$ cat config.mk
export PLATFORM = sky130hd
export DESIGN_NAME = ring_message_queue_remove_at_unit
export DESIGN_NICKNAME = d
export VERILOG_FILES = /design/src/hdl/rmq_pkg.sv /design/src/hdl/rmq_ram.sv /design/src/hdl/rmq_ctrl.sv /design/src/hdl/rmq_dp.sv /design/src/hdl/ring_message_queue_remove_at_unit.sv
export VERILOG_INCLUDE_DIRS = /design/src /design/src/hdl
export SDC_FILE = /design/constraint.sdc
export NUM_CORES = 1
export LEC_CHECK = 0
export BUFFER_PORTS_ARGS = -buffer_cell sky130_fd_sc_hd__buf_4
export CORE_MARGIN = 2
export CORE_UTILIZATION = 50
export CTS_BUF_LIST = sky130_fd_sc_hd__clkbuf_8
export DETAILED_ROUTE_END_ITERATION = 6
export HOLD_SLACK_MARGIN = 0.1
export PLACE_DENSITY_LB_ADDON = 0.05
export SYNTH_ARGS = -nofsm -noshare
export SYNTH_HDL_FRONTEND = slang
export SYNTH_SLANG_ARGS = --single-unit
$ cat constraint.sdc
create_clock -name clk -period 7.67 [get_ports clk]
set_clock_uncertainty 0.1 [all_clocks]
set_input_delay 1.1505 -clock clk [delete_from_list [all_inputs] [get_ports clk]]
set_output_delay 1.1505 -clock clk [all_outputs]
set_load 0.1 [all_outputs]
$ cat src/hdl/ring_message_queue_remove_at_unit_defines.svh
// Assertion macros shared by the ring message queue RTL.
// Each macro expects signals named clk and rst in the including module.
`ifndef RING_MESSAGE_QUEUE_REMOVE_AT_UNIT_DEFINES_SVH
`define RING_MESSAGE_QUEUE_REMOVE_AT_UNIT_DEFINES_SVH

// Plain property checked at every clock edge outside reset.
`define RMQ_ASSERT(label, prop, msg) \
  label: assert property (@(posedge clk) disable iff (rst) (prop)) \
    else $error(msg);

// Same-cycle implication.
`define RMQ_ASSERT_IMP(label, ante, cons, msg) \
  label: assert property (@(posedge clk) disable iff (rst) (ante) |-> (cons)) \
    else $error(msg);

// Next-cycle implication.
`define RMQ_ASSERT_NXT(label, ante, cons, msg) \
  label: assert property (@(posedge clk) disable iff (rst) (ante) |=> (cons)) \
    else $error(msg);

`endif

$ cat src/hdl/rmq_pkg.sv
// Shared constants, command codes, control structs and index helper for the
// ring message queue. No dependencies.
package rmq_pkg;

  localparam int DEPTH_DEF     = 16;
  localparam int MSG_WIDTH_DEF = 32;

  localparam int CMD_W   = 3;
  localparam int OFF_W   = 4;
  localparam int MSG_F_W = 32;
  localparam int CNT_W   = 5;
  localparam int SUM_W   = CNT_W + 1;

  localparam int CAP_RESET = 16;

  localparam logic [CMD_W-1:0] CMD_PUSH      = 3'd0;
  localparam logic [CMD_W-1:0] CMD_PEEK      = 3'd1;
  localparam logic [CMD_W-1:0] CMD_POP       = 3'd2;
  localparam logic [CMD_W-1:0] CMD_READ_AT   = 3'd3;
  localparam logic [CMD_W-1:0] CMD_REMOVE_AT = 3'd4;
  localparam logic [CMD_W-1:0] CMD_CLEAR     = 3'd5;

  typedef struct packed {
    logic accept;
    logic exec;
    logic shift;
    logic load_out;
  } ctrl_cmd_t;

  typedef struct packed {
    logic need_shift;
    logic last_shift;
  } dp_sts_t;

  // Ring index wrap: subtracts the capacity once, so the result is in range only for sums below twice the capacity.
  function automatic logic [CNT_W-1:0] wrap_idx(input logic [SUM_W-1:0] sum,
                                                input logic [CNT_W-1:0] cap);
    logic [SUM_W-1:0] cap_ext;
    cap_ext = SUM_W'(cap);
    if (sum >= cap_ext) begin
      return CNT_W'(sum - cap_ext);
    end
    return CNT_W'(sum);
  endfunction

endpackage

$ cat src/hdl/rmq_ram.sv
// Generic single-write, single-read RAM with registered read data.
// Depends on rmq_pkg for its parameter defaults.
module rmq_ram #(
  parameter int WIDTH = rmq_pkg::MSG_WIDTH_DEF,
  parameter int DEPTH = rmq_pkg::DEPTH_DEF,
  localparam int AW = $clog2(DEPTH)
) (
  input  logic             clk,
  input  logic             we,
  input  logic [AW-1:0]    waddr,
  input  logic [WIDTH-1:0] wdata,
  input  logic [AW-1:0]    raddr,
  output logic [WIDTH-1:0] rdata
);

  logic [WIDTH-1:0] mem [DEPTH];

  always_ff @(posedge clk) begin
    if (we) begin
      mem[waddr] <= wdata;
    end
    rdata <= mem[raddr];
  end

endmodule

$ cat src/hdl/rmq_ctrl.sv
// Command sequencer for the ring message queue: handshakes and step control.
// Depends on rmq_pkg and the assertion macro header.
`include "ring_message_queue_remove_at_unit_defines.svh"

module rmq_ctrl (
  input  logic               clk,
  input  logic               rst,
  input  logic               in_valid,
  output logic               in_ready,
  output logic               out_valid,
  input  logic               out_ready,
  output rmq_pkg::ctrl_cmd_t ctl,
  input  rmq_pkg::dp_sts_t   sts
);

  localparam logic [1:0] S_IDLE  = 2'd0;
  localparam logic [1:0] S_EXEC  = 2'd1;
  localparam logic [1:0] S_SHIFT = 2'd2;
  localparam logic [1:0] S_DONE  = 2'd3;

  logic [1:0] state;
  logic [1:0] state_next;

  assign in_ready     = (state == S_IDLE);
  assign ctl.accept   = in_valid && in_ready;
  assign ctl.exec     = (state == S_EXEC);
  assign ctl.shift    = (state == S_SHIFT);
  assign ctl.load_out = (state == S_DONE) && (!out_valid || out_ready);

  always_comb begin
    state_next = state;
    unique case (state)
      S_IDLE: begin
        if (ctl.accept) state_next = S_EXEC;
      end
      S_EXEC: begin
        state_next = sts.need_shift ? S_SHIFT : S_DONE;
      end
      S_SHIFT: begin
        if (sts.last_shift) state_next = S_DONE;
      end
      S_DONE: begin
        if (ctl.load_out) state_next = S_IDLE;
      end
      default: state_next = S_IDLE;
    endcase
  end

  always_ff @(posedge clk) begin
    if (rst) begin
      state     <= S_IDLE;
      out_valid <= 1'b0;
    end else begin
      state <= state_next;
      if (ctl.load_out) begin
        out_valid <= 1'b1;
      end else if (out_ready) begin
        out_valid <= 1'b0;
      end
    end
  end

  `RMQ_ASSERT_NXT(a_accept_to_exec, in_valid && in_ready, state == S_EXEC, "accept did not start execution")
  `RMQ_ASSERT_IMP(a_shift_origin, state == S_SHIFT, $past(state) == S_EXEC || $past(state) == S_SHIFT, "shift entered from wrong state")
  `RMQ_ASSERT_NXT(a_done_holds, state == S_DONE && out_valid && !out_ready, state == S_DONE, "result dropped while output stalled")

endmodule

$ cat src/hdl/rmq_dp.sv
// Datapath of the ring message queue: head, count, capacity, message store,
// ring index arithmetic and result registers. Depends on rmq_pkg, rmq_ram
// and the assertion macro header.
`include "ring_message_queue_remove_at_unit_defines.svh"

module rmq_dp #(
  parameter int DEPTH     = rmq_pkg::DEPTH_DEF,
  parameter int MSG_WIDTH = rmq_pkg::MSG_WIDTH_DEF
) (
  input  logic                              clk,
  input  logic                              rst,
  input  rmq_pkg::ctrl_cmd_t                ctl,
  output rmq_pkg::dp_sts_t                  sts,
  input  logic                              cfg_we,
  input  logic [rmq_pkg::CNT_W-1:0]         cfg_wdata,
  input  logic [rmq_pkg::CMD_W-1:0]         command,
  input  logic [rmq_pkg::OFF_W-1:0]         offset,
  input  logic [rmq_pkg::MSG_F_W-1:0]       message_in,
  output logic                              ok,
  output logic [rmq_pkg::MSG_F_W-1:0]       message_out,
  output logic [rmq_pkg::CNT_W-1:0]         count_now
);

  localparam int CNT_W   = rmq_pkg::CNT_W;
  localparam int SUM_W   = rmq_pkg::SUM_W;
  localparam int IDX_W   = $clog2(DEPTH);
  localparam int CAP_MAX = (DEPTH < (2**CNT_W - 1)) ? DEPTH : (2**CNT_W - 1);
  localparam logic [CNT_W-1:0] CAP_LIM = CNT_W'(CAP_MAX);
  localparam logic [CNT_W-1:0] CAP_RST =
    (rmq_pkg::CAP_RESET > CAP_MAX) ? CAP_LIM : CNT_W'(rmq_pkg::CAP_RESET);

  logic [CNT_W-1:0]          cap;
  logic [CNT_W-1:0]          head;
  logic [CNT_W-1:0]          count;
  logic [CNT_W-1:0]          head_next;
  logic [CNT_W-1:0]          count_next;
  logic [rmq_pkg::CMD_W-1:0] cmd_q;
  logic [rmq_pkg::OFF_W-1:0] off_q;
  logic [MSG_WIDTH-1:0]      msg_q;
  logic [CNT_W-1:0]          rd_idx;
  logic [CNT_W-1:0]          hole;
  logic [CNT_W-1:0]          remain;
  logic                      res_ok;
  logic [rmq_pkg::MSG_F_W-1:0] res_msg;

  logic [CNT_W-1:0]     pos_in;
  logic [CNT_W-1:0]     raddr;
  logic [CNT_W-1:0]     push_idx;
  logic [CNT_W-1:0]     off_ext;
  logic [CNT_W-1:0]     count_dec;
  logic                 off_ok;
  logic                 not_empty;
  logic                 has_room;
  logic                 exec_ok;
  logic                 exec_read;
  logic                 push_we;
  logic                 ram_we;
  logic [CNT_W-1:0]     waddr;
  logic [MSG_WIDTH-1:0] wdata;
  logic [MSG_WIDTH-1:0] rdata;

  function automatic logic [CNT_W-1:0] sat_cap(input logic [CNT_W-1:0] v);
    return (v > CAP_LIM) ? CAP_LIM : v;
  endfunction

  // Read port: at accept it fetches the addressed entry; afterwards it walks
  // forward one slot per cycle to feed the remove-at shift.
  assign pos_in = (command == rmq_pkg::CMD_READ_AT || command == rmq_pkg::CMD_REMOVE_AT) ?
                  CNT_W'(offset) : '0;
  assign raddr  = ctl.accept ?
                  rmq_pkg::wrap_idx(SUM_W'(head) + SUM_W'(pos_in), cap) :
                  rmq_pkg::wrap_idx(SUM_W'(rd_idx) + SUM_W'(1), cap);

  assign push_idx  = rmq_pkg::wrap_idx(SUM_W'(head) + SUM_W'(count), cap);
  assign off_ext   = CNT_W'(off_q);
  assign count_dec = count - CNT_W'(1);
  assign off_ok    = off_ext < count;
  assign not_empty = count != '0;
  assign has_room  = count < cap;

  always_comb begin
    head_next  = head;
    count_next = count;
    exec_ok    = 1'b0;
    exec_read  = 1'b0;
    push_we    = 1'b0;
    case (cmd_q)
      rmq_pkg::CMD_PUSH: begin
        if (has_room) begin
          push_we    = 1'b1;
          count_next = count + CNT_W'(1);
          exec_ok    = 1'b1;
        end
      end
      rmq_pkg::CMD_PEEK: begin
        if (not_empty) begin
          exec_ok   = 1'b1;
          exec_read = 1'b1;
        end
      end
      rmq_pkg::CMD_POP: begin
        if (not_empty) begin
          exec_ok    = 1'b1;
          exec_read  = 1'b1;
          count_next = count_dec;
          head_next  = (count_dec == '0) ? '0 :
                       rmq_pkg::wrap_idx(SUM_W'(head) + SUM_W'(1), cap);
        end
      end
      rmq_pkg::CMD_READ_AT: begin
        if (off_ok) begin
          exec_ok   = 1'b1;
          exec_read = 1'b1;
        end
      end
      rmq_pkg::CMD_REMOVE_AT: begin
        if (off_ok) begin
          exec_ok    = 1'b1;
          exec_read  = 1'b1;
          count_next = count_dec;
          if (count_dec == '0) head_next = '0;
        end
      end
      rmq_pkg::CMD_CLEAR: begin
        head_next  = '0;
        count_next = '0;
        exec_ok    = 1'b1;
      end
      default: begin
      end
    endcase
  end

  // Remove-at shifts only when entries follow the removed one.
  assign sts.need_shift = ctl.exec && (cmd_q == rmq_pkg::CMD_REMOVE_AT) && off_ok &&
                          (count_dec != off_ext);
  assign sts.last_shift = (remain == CNT_W'(1));

  assign ram_we = (ctl.exec && push_we) || ctl.shift;
  assign waddr  = ctl.shift ? hole : push_idx;
  assign wdata  = ctl.shift ? rdata : msg_q;

  rmq_ram #(
    .WIDTH (MSG_WIDTH),
    .DEPTH (DEPTH)
  ) u_store (
    .clk   (clk),
    .we    (ram_we),
    .waddr (IDX_W'(waddr)),
    .wdata (wdata),
    .raddr (IDX_W'(raddr)),
    .rdata (rdata)
  );

  always_ff @(posedge clk) begin
    if (rst) begin
      cap   <= CAP_RST;
      head  <= '0;
      count <= '0;
    end else if (cfg_we) begin
      cap   <= sat_cap(cfg_wdata);
      head  <= '0;
      count <= '0;
    end else if (ctl.exec) begin
      head  <= head_next;
      count <= count_next;
    end
  end

  always_ff @(posedge clk) begin
    rd_idx <= raddr;
    if (ctl.accept) begin
      cmd_q <= command;
      off_q <= offset;
      msg_q <= MSG_WIDTH'(message_in);
    end
    if (ctl.exec) begin
      res_ok  <= exec_ok;
      res_msg <= exec_read ? rmq_pkg::MSG_F_W'(rdata) : '0;
      hole    <= rd_idx;
      remain  <= count_dec - off_ext;
    end
    if (ctl.shift) begin
      hole   <= rd_idx;
      remain <= remain - CNT_W'(1);
    end
    if (ctl.load_out) begin
      ok          <= res_ok;
      message_out <= res_msg;
      count_now   <= count;
    end
  end

  `RMQ_ASSERT(a_count_in_cap, count <= cap, "count exceeds capacity")
  `RMQ_ASSERT(a_head_in_ring, (head < cap) || (head == '0), "head outside ring")
  `RMQ_ASSERT_IMP(a_shift_in_range, ctl.shift, remain != '0 && remain <= count, "shift counter out of range")

endmodule

$ cat src/hdl/ring_message_queue_remove_at_unit.sv
// Ring message queue with random removal: top level.
// Instantiates rmq_ctrl and rmq_dp; depends on rmq_pkg.
//
// Usage:
//   Commands enter on the input channel (in_valid/in_ready with command,
//   offset, message_in). Every command produces exactly one result transfer
//   on the output channel (out_valid/out_ready with ok, message_out,
//   count_now). The capacity register is written through cfg_we/cfg_wdata;
//   the user must write it only while the block is idle, as the block itself
//   does not enforce it. A write also empties the queue. After the input
//   transfer a command runs in the execute state, then in the shift state
//   for a remove-at that has entries behind the removed one, then in the
//   done state, which loads the result into the output registers; no new
//   command is taken before that load. The store has one write and one read
//   port, so the shift moves those entries one entry per cycle.
//   A new command is accepted while a finished result still waits in the
//   output register; the next result waits until that one is taken.
//   Reset empties the queue (head 0, count 0) and sets the capacity to 16,
//   limited to DEPTH. The message store is not cleared: only written
//   entries are ever read, so no clearing pass is needed.
module ring_message_queue_remove_at_unit #(
  parameter int DEPTH     = rmq_pkg::DEPTH_DEF,
  parameter int MSG_WIDTH = rmq_pkg::MSG_WIDTH_DEF
) (
  input  logic                          clk,
  input  logic                          rst,
  input  logic                          cfg_we,
  input  logic [rmq_pkg::CNT_W-1:0]     cfg_wdata,
  input  logic                          in_valid,
  output logic                          in_ready,
  input  logic [rmq_pkg::CMD_W-1:0]     command,
  input  logic [rmq_pkg::OFF_W-1:0]     offset,
  input  logic [rmq_pkg::MSG_F_W-1:0]   message_in,
  output logic                          out_valid,
  input  logic                          out_ready,
  output logic                          ok,
  output logic [rmq_pkg::MSG_F_W-1:0]   message_out,
  output logic [rmq_pkg::CNT_W-1:0]     count_now
);

  rmq_pkg::ctrl_cmd_t ctl;
  rmq_pkg::dp_sts_t   sts;

  rmq_ctrl u_ctrl (
    .clk       (clk),
    .rst       (rst),
    .in_valid  (in_valid),
    .in_ready  (in_ready),
    .out_valid (out_valid),
    .out_ready (out_ready),
    .ctl       (ctl),
    .sts       (sts)
  );

  rmq_dp #(
    .DEPTH     (DEPTH),
    .MSG_WIDTH (MSG_WIDTH)
  ) u_dp (
    .clk         (clk),
    .rst         (rst),
    .ctl         (ctl),
    .sts         (sts),
    .cfg_we      (cfg_we),
    .cfg_wdata   (cfg_wdata),
    .command     (command),
    .offset      (offset),
    .message_in  (message_in),
    .ok          (ok),
    .message_out (message_out),
    .count_now   (count_now)
  );

endmodule
# Yosys cells after proc, flatten, opt, wreduce, memory -nomap -nowiden
# Memories as Yosys holds them, arrays and structs flattened. A register that Yosys moved wholly into a read port is not among the register bits.
# Cells that the tools add are included.
word_totals:
  ff_bits: 142
  ram_bits: 512
  in_bits: 49
  out_inout_bits: 40
  elab_cells: 126
  mem_count: 1
memory_table:
  columns: ["name", "words", "word_bits", "read_ports", "rd_ports_with_merged_regs", "wr", "line", "text"]
  rows:
  - ["u_dp.u_store.mem", 16, 32, 1, 1, 1, "rmq_ram.sv:16", "logic [WIDTH-1:0] mem [DEPTH];"]
classes:
  addsub: 12
  n_lt_le_gt_ge: 7
  n_eq_ne: 19
  muxes: 47
  n_reduce_logical: 24
op_table:
  columns: ["cell", "n"]
  rows:
  - ["2-to-1 mux 5 bit", 17]
  - ["2-to-1 mux 32 bit", 1]
  - ["greater-or-equal comparator 6 x 5 -> 1 bit", 4]
  - ["2-to-1 mux 4 bit", 6]
  - ["one-hot mux 5 bit (4 select lines)", 1]
  - ["2-to-1 mux 1 bit", 15]
  - ["one-hot mux 5 bit (3 select lines)", 1]
  - ["subtractor 5 bit", 3]
  - ["adder 5 x 1 -> 6 bit (second input constant)", 2]
  - ["!= test 2 x 1 -> 1 bit (second input constant)", 5]
  - ["AND reduction 5 bit", 2]
  - ["subtractor 5 x 1 -> 5 bit (second input constant)", 2]
  - ["equality test 3 x 2 -> 1 bit (second input constant)", 3]
  - ["equality test 3 bit (second input constant)", 3]
  - ["one-hot mux 2 bit (4 select lines)", 1]
  - ["adder 5 x 4 -> 6 bit", 1]
  - ["adder 5 x 5 -> 6 bit", 1]
  - ["logical AND 1 bit", 6]
  - ["2-to-1 mux 2 bit", 3]
  - ["OR reduction 2 bit", 3]
  - ["adder 5 x 1 -> 5 bit (second input constant)", 1]
  - ["equality test 5 x 1 -> 1 bit (second input constant)", 1]
  - ["greater-than comparator 5 bit (second input constant)", 1]
  - ["zero test 5 bit", 1]
  - ["other kinds (20)", 25]

# Logic depth before layout (Yosys ltp)
logic_depth:
  depth_word: 9
  ltp_mapped: 22

# By module
# Synthesis repeated with hierarchy kept, for this count alone.
unflattened:
  hier_cells: 1428
  area_unflattened_um2: 27303.7
by_module_without_submodules:
  columns: ["mod", "n_inst", "cells_each", "area_per_inst_um2", "seq_area_each_um2"]
  rows:
  - ["rmq_ram", 1, 838, 19835.3, 16015.4]
  - ["rmq_dp", 1, 565, 7219.4, 3973.8]
  - ["rmq_ctrl", 1, 25, 249.0, 60.1]

# Worst setup path before layout
# OpenSTA, ideal clock, no wires.
synth_path:
  path_type: "reg-to-reg"
  from: "register u_dp.count[0]"
  to: "memory u_dp.u_store.mem[6][0] in the netlist's numbering (enable)"
  arrival_time_ns: 4.728
  slack_ns: 2.421
  stages_incl_launch_ff: 14
  synth_period_minus_slack_ns: 5.249
  path_cell_list: "dfxtp_1 -> ha_1 -> inv_1 -> fa_1 -> inv_1 -> fa_1 -> a21o_1 -> a21o_1 -> a21o_1 -> a221oi_1 -> mux2i_1 -> a41o_1 -> nand2_1 -> nor2_1"
synth_between:
  elab_chain_len: 7
  elab_cells_between_ends: 14
  classes_between: "add/sub: 2; order compare: 2; mux: 8; reduce/logical: 2"
synth_lines:
  columns: ["item", "line", "text"]
  rows:
  - ["start: declaration", "rmq_dp.sv:34", "logic [CNT_W-1:0] count;"]
  - ["start signal: assignment", "rmq_dp.sv:166", "count <= count_next;"]
  - ["branches (longest 7 deep; another with adder 5 x 5 -> 6 bit)", null, null]
  - ["end: declaration", "rmq_ram.sv:16", null]
# Parallel ways; which one is timed is not known. The select of a mux whose other input is x is not followed.

# Final worst setup path
layout_path:
  from: "register u_dp.count[0]"
  to: "memory u_dp.u_store.mem[9][3] in the netlist's numbering (enable)"
# Same word-level chain as after synthesis.

==> flow_summary.ini <==
[placement]
io_buffer_count = 88
place_area_um2 = 30100
numPlacedInstances = 2754
dp_slack_ps = 1361
dp_hpwl_mm = 37.97
routabilityCongestion = 0.8236

[synthesis]
synth_nets = 2120
synth_top_area_share_pct = 66.17
ys_warn_count = 0
synthFlopType = edfxtp_1
syn_avg_cell_area_um2 = 14.24
ys_ff_latch = 686
yosys-top-cells-area = edfxtp_1 (66%), dfxtp_1 (3.8%), a32oi_1 (2.9%)
synth_cell_types = 67
seq_area_frac_synth_pct = 70.01
yosysTopAreaCell = edfxtp_1
synthCells = 2011
synth-async-reset-ratio_pct = 0
synth_edf_count = 631
synth.cell_area_um2 = 28640

[detailed_routing]
wl_mm = 72.87
num_vias = 18060
wire_per_inst_um = 24.66
antenna_left = 0
via_per_inst = 6.113
dr.first_iter.drc_count = 1698
drcViolationCount = 0
dr.pass1.iters = 5

[grt]
grt_pass1_vias = 17950
grt_max_degree = 161
grt_pass1_wl_mm = 110.3
grt_usage_pct = 24.57
overflow = 0
antenna_found_initial = 1

[timing]
setup-tns-final_ps = 0
hold_viol = 0
max_slew_margin_pct = 24.10
rsz0062_at_grt = no
finalCritPeriodShare_pct = 76.88
tightest_slew_ps = 1138
setup_ws_ps = 1774
timing.fmax_mhz = 169.6
finalSetupViolCount = 0
holdWs_ps = 313.5
drv_slew = 0
fin_crit_ps = 5896

[pwr]
p_sw_share_pct = 41.57
power_frac_comb_pct = 43.6
p_seq_share_pct = 35.8
leakagePower_nw = 11.24
p_int_mw = 8.190
ir_drop_v = 0.0004451
clkPwrFrac_pct = 20.6
p_switching_mw = 5.827
powerDensity_nw_per_um2 = 436.2

[layout]
stdcell_count = 2955
nFillCells = 4577
regArea_um2 = 20050
stdcell_area_um2 = 32140
drive_gt1_share_pct = 15.74
multi_input_area_um2 = 7828
syn_to_final_growth_pct = 12.22
fin_nets = 2218

[clock_tree]
cts.repair.resized = 0
ctsHoldBuffers = 0
root_buffer = clkbuf_8
numCtsBuffers = 109
htreeDepth = 3
clock_latency_ps = 720
cts_tree = built
cts.sinks = 686
clk_pin_slew_worst_paths_ps = 60
ctsLongestPathBuffers = 3
post_cts_buffers = 0

[die]
boundaryPins = 89
design.die.area_um2 = 59200
core-area_um2 = 56500
die_x_um = 243.3
fp-row-count = 87
die_height_um = 243.3
initial_core_util_pct = 50.69

[run]
cap_violations = 0

[worst_setup_path]
critPathCaptureType = flop
worstPathCellList = ha_1 -> inv_1 -> fa_1 -> inv_1 -> fa_1 -> a21o_1 -> a21o_1 -> a21o_1 -> a221oi_1 -> mux2i_1 -> o21ai_0 -> nand2_1 -> nor2_4 -> buf_4
worstSetupStartpointType = flop
cp.buffers_inverters = 3
cpLargestDelayFamily = compound AO/OA/AOI/OAI gates
critPathSlowestCell = nor2_4
slowest_delay_ps = 820
path_max_fanout = 18
cp.required_ps = 7930
crit_type = flop to flop
path_common_cell = a21o_1
arrival_ps = 6160

[worst_hold_path]
holdCritPathClass = flop to flop

[outcome]
run_status = finished clean
[worst register-to-register path: stages, from the launching register on]
cell	delay [ps]
dfxtp_1	640
ha_1	270
inv_1	60
fa_1	490
inv_1	80
fa_1	430
a21o_1	170
a21o_1	170
a21o_1	170
a221oi_1	770
mux2i_1	220
o21ai_0	370
nand2_1	310
nor2_4	820
buf_4	490
[cell usage in the layout, fill, tap and decap left out, drive strengths merged, types with 38 or more instances in the layout]
cell    instances
edfxtp        631
o21ai         144
buf           129
inv           124
clkbuf        120
nand2         109
nand3         104
a21oi          99
a32oi          96
a21o           79
dfxtp          55
ha             53
and2           41
a211oi         40
and3           38
nor2           38
[per-layer routing]
metal  wire [µm]  GRT usage [%]  up-vias
met4        1894          7.994        0
met5           0              0        -
met3        3986          4.032      152
met1       32590          34.42     9203
li1            -              -     8108
met2       34390          39.43      601
[through the flow]
stage	power, mW	util [%]
floorplan	9.357	-
global placement	11.05	53.28
detailed placement	11.17	53.28
CTS	14.08	56.88
global route	14.80	56.88
finish	14.02	56.88
[path summary, 6_finish.rpt]
kind / startpoint / endpoint / slack [ps] / cells after the start
worst min-delay path: u_dp.res_ok / u_dp.ok / 310 / 0
worst max-delay path: u_dp.count[0] / u_dp.u_store.mem[9][3] / 1770 / 14
worst min register to register: u_dp.res_ok / u_dp.ok / 310 / 0
worst max register to register: u_dp.count[0] / u_dp.u_store.mem[9][3] / 1770 / 14
[power by group through the flow]
stage | clock network (mW) | registers, mW | logic, mW
3_5_place_dp | 0 | 5.09 | 6.08
3_3_place_gp | 0 | 5.09 | 5.96
5_1_grt | 3.11 | 5.05 | 6.63
4_1_cts | 2.96 | 5.02 | 6.10
2_1_floorplan | 0 | 5.18 | 4.17
6_report | 2.89 | 5.01 | 6.11
[registers in the layout, summed over array words and instances (netlist names), 32 cells and up]
| name | count |
|---|---|
| u_dp.u_store.mem | 512 |
| u_dp.message_out | 32 |
| u_dp.msg_q | 32 |
| u_dp.res_msg | 32 |
| u_dp.u_store.rdata | 32 |
[cell usage after synthesis, drive strengths merged (32+ instances only)]
cell    count
o211ai     34
and2       41
dfxtp      55
a21oi      99
nand2     109
a311o      32
nand3     104
clkbuf     81
nor2       38
o21ai     144
and3       38
buf        61
mux2       34
a211oi     40
ha         53
a21o       79
o311ai     32
a32oi      96
inv        74
edfxtp    631
[kinds of logic (layout without fill, tap and decap cells)]
| family | count (synthesis) | count (layout) | share of synthesized area, % |
|---|---|---|---|
| compound gates | 603 | 603 | 14.79 |
| xor+xnor | 29 | 29 | 0.8869 |
| fa+ha+maj | 60 | 60 | 2.805 |
| buf+inv | 216 | 403 | 3.369 |
| flops | 686 | 686 | 70.01 |
| mux | 45 | 45 | 1.721 |
| other cells | 0 | 1 | 0 |
| simple gates | 372 | 372 | 6.423 |
[final cells by class]
class,count,share of cell area [%]
diodes,1,0.007787
clock buffers,120,5.139
clock inverters,80,1.191
inverters,74,0.8799
multi-input cells,1109,24.36
flip-flops and latches,686,62.39
well taps,756,2.943
repair buffers,129,3.091
(Power assumes the default switching activity.)
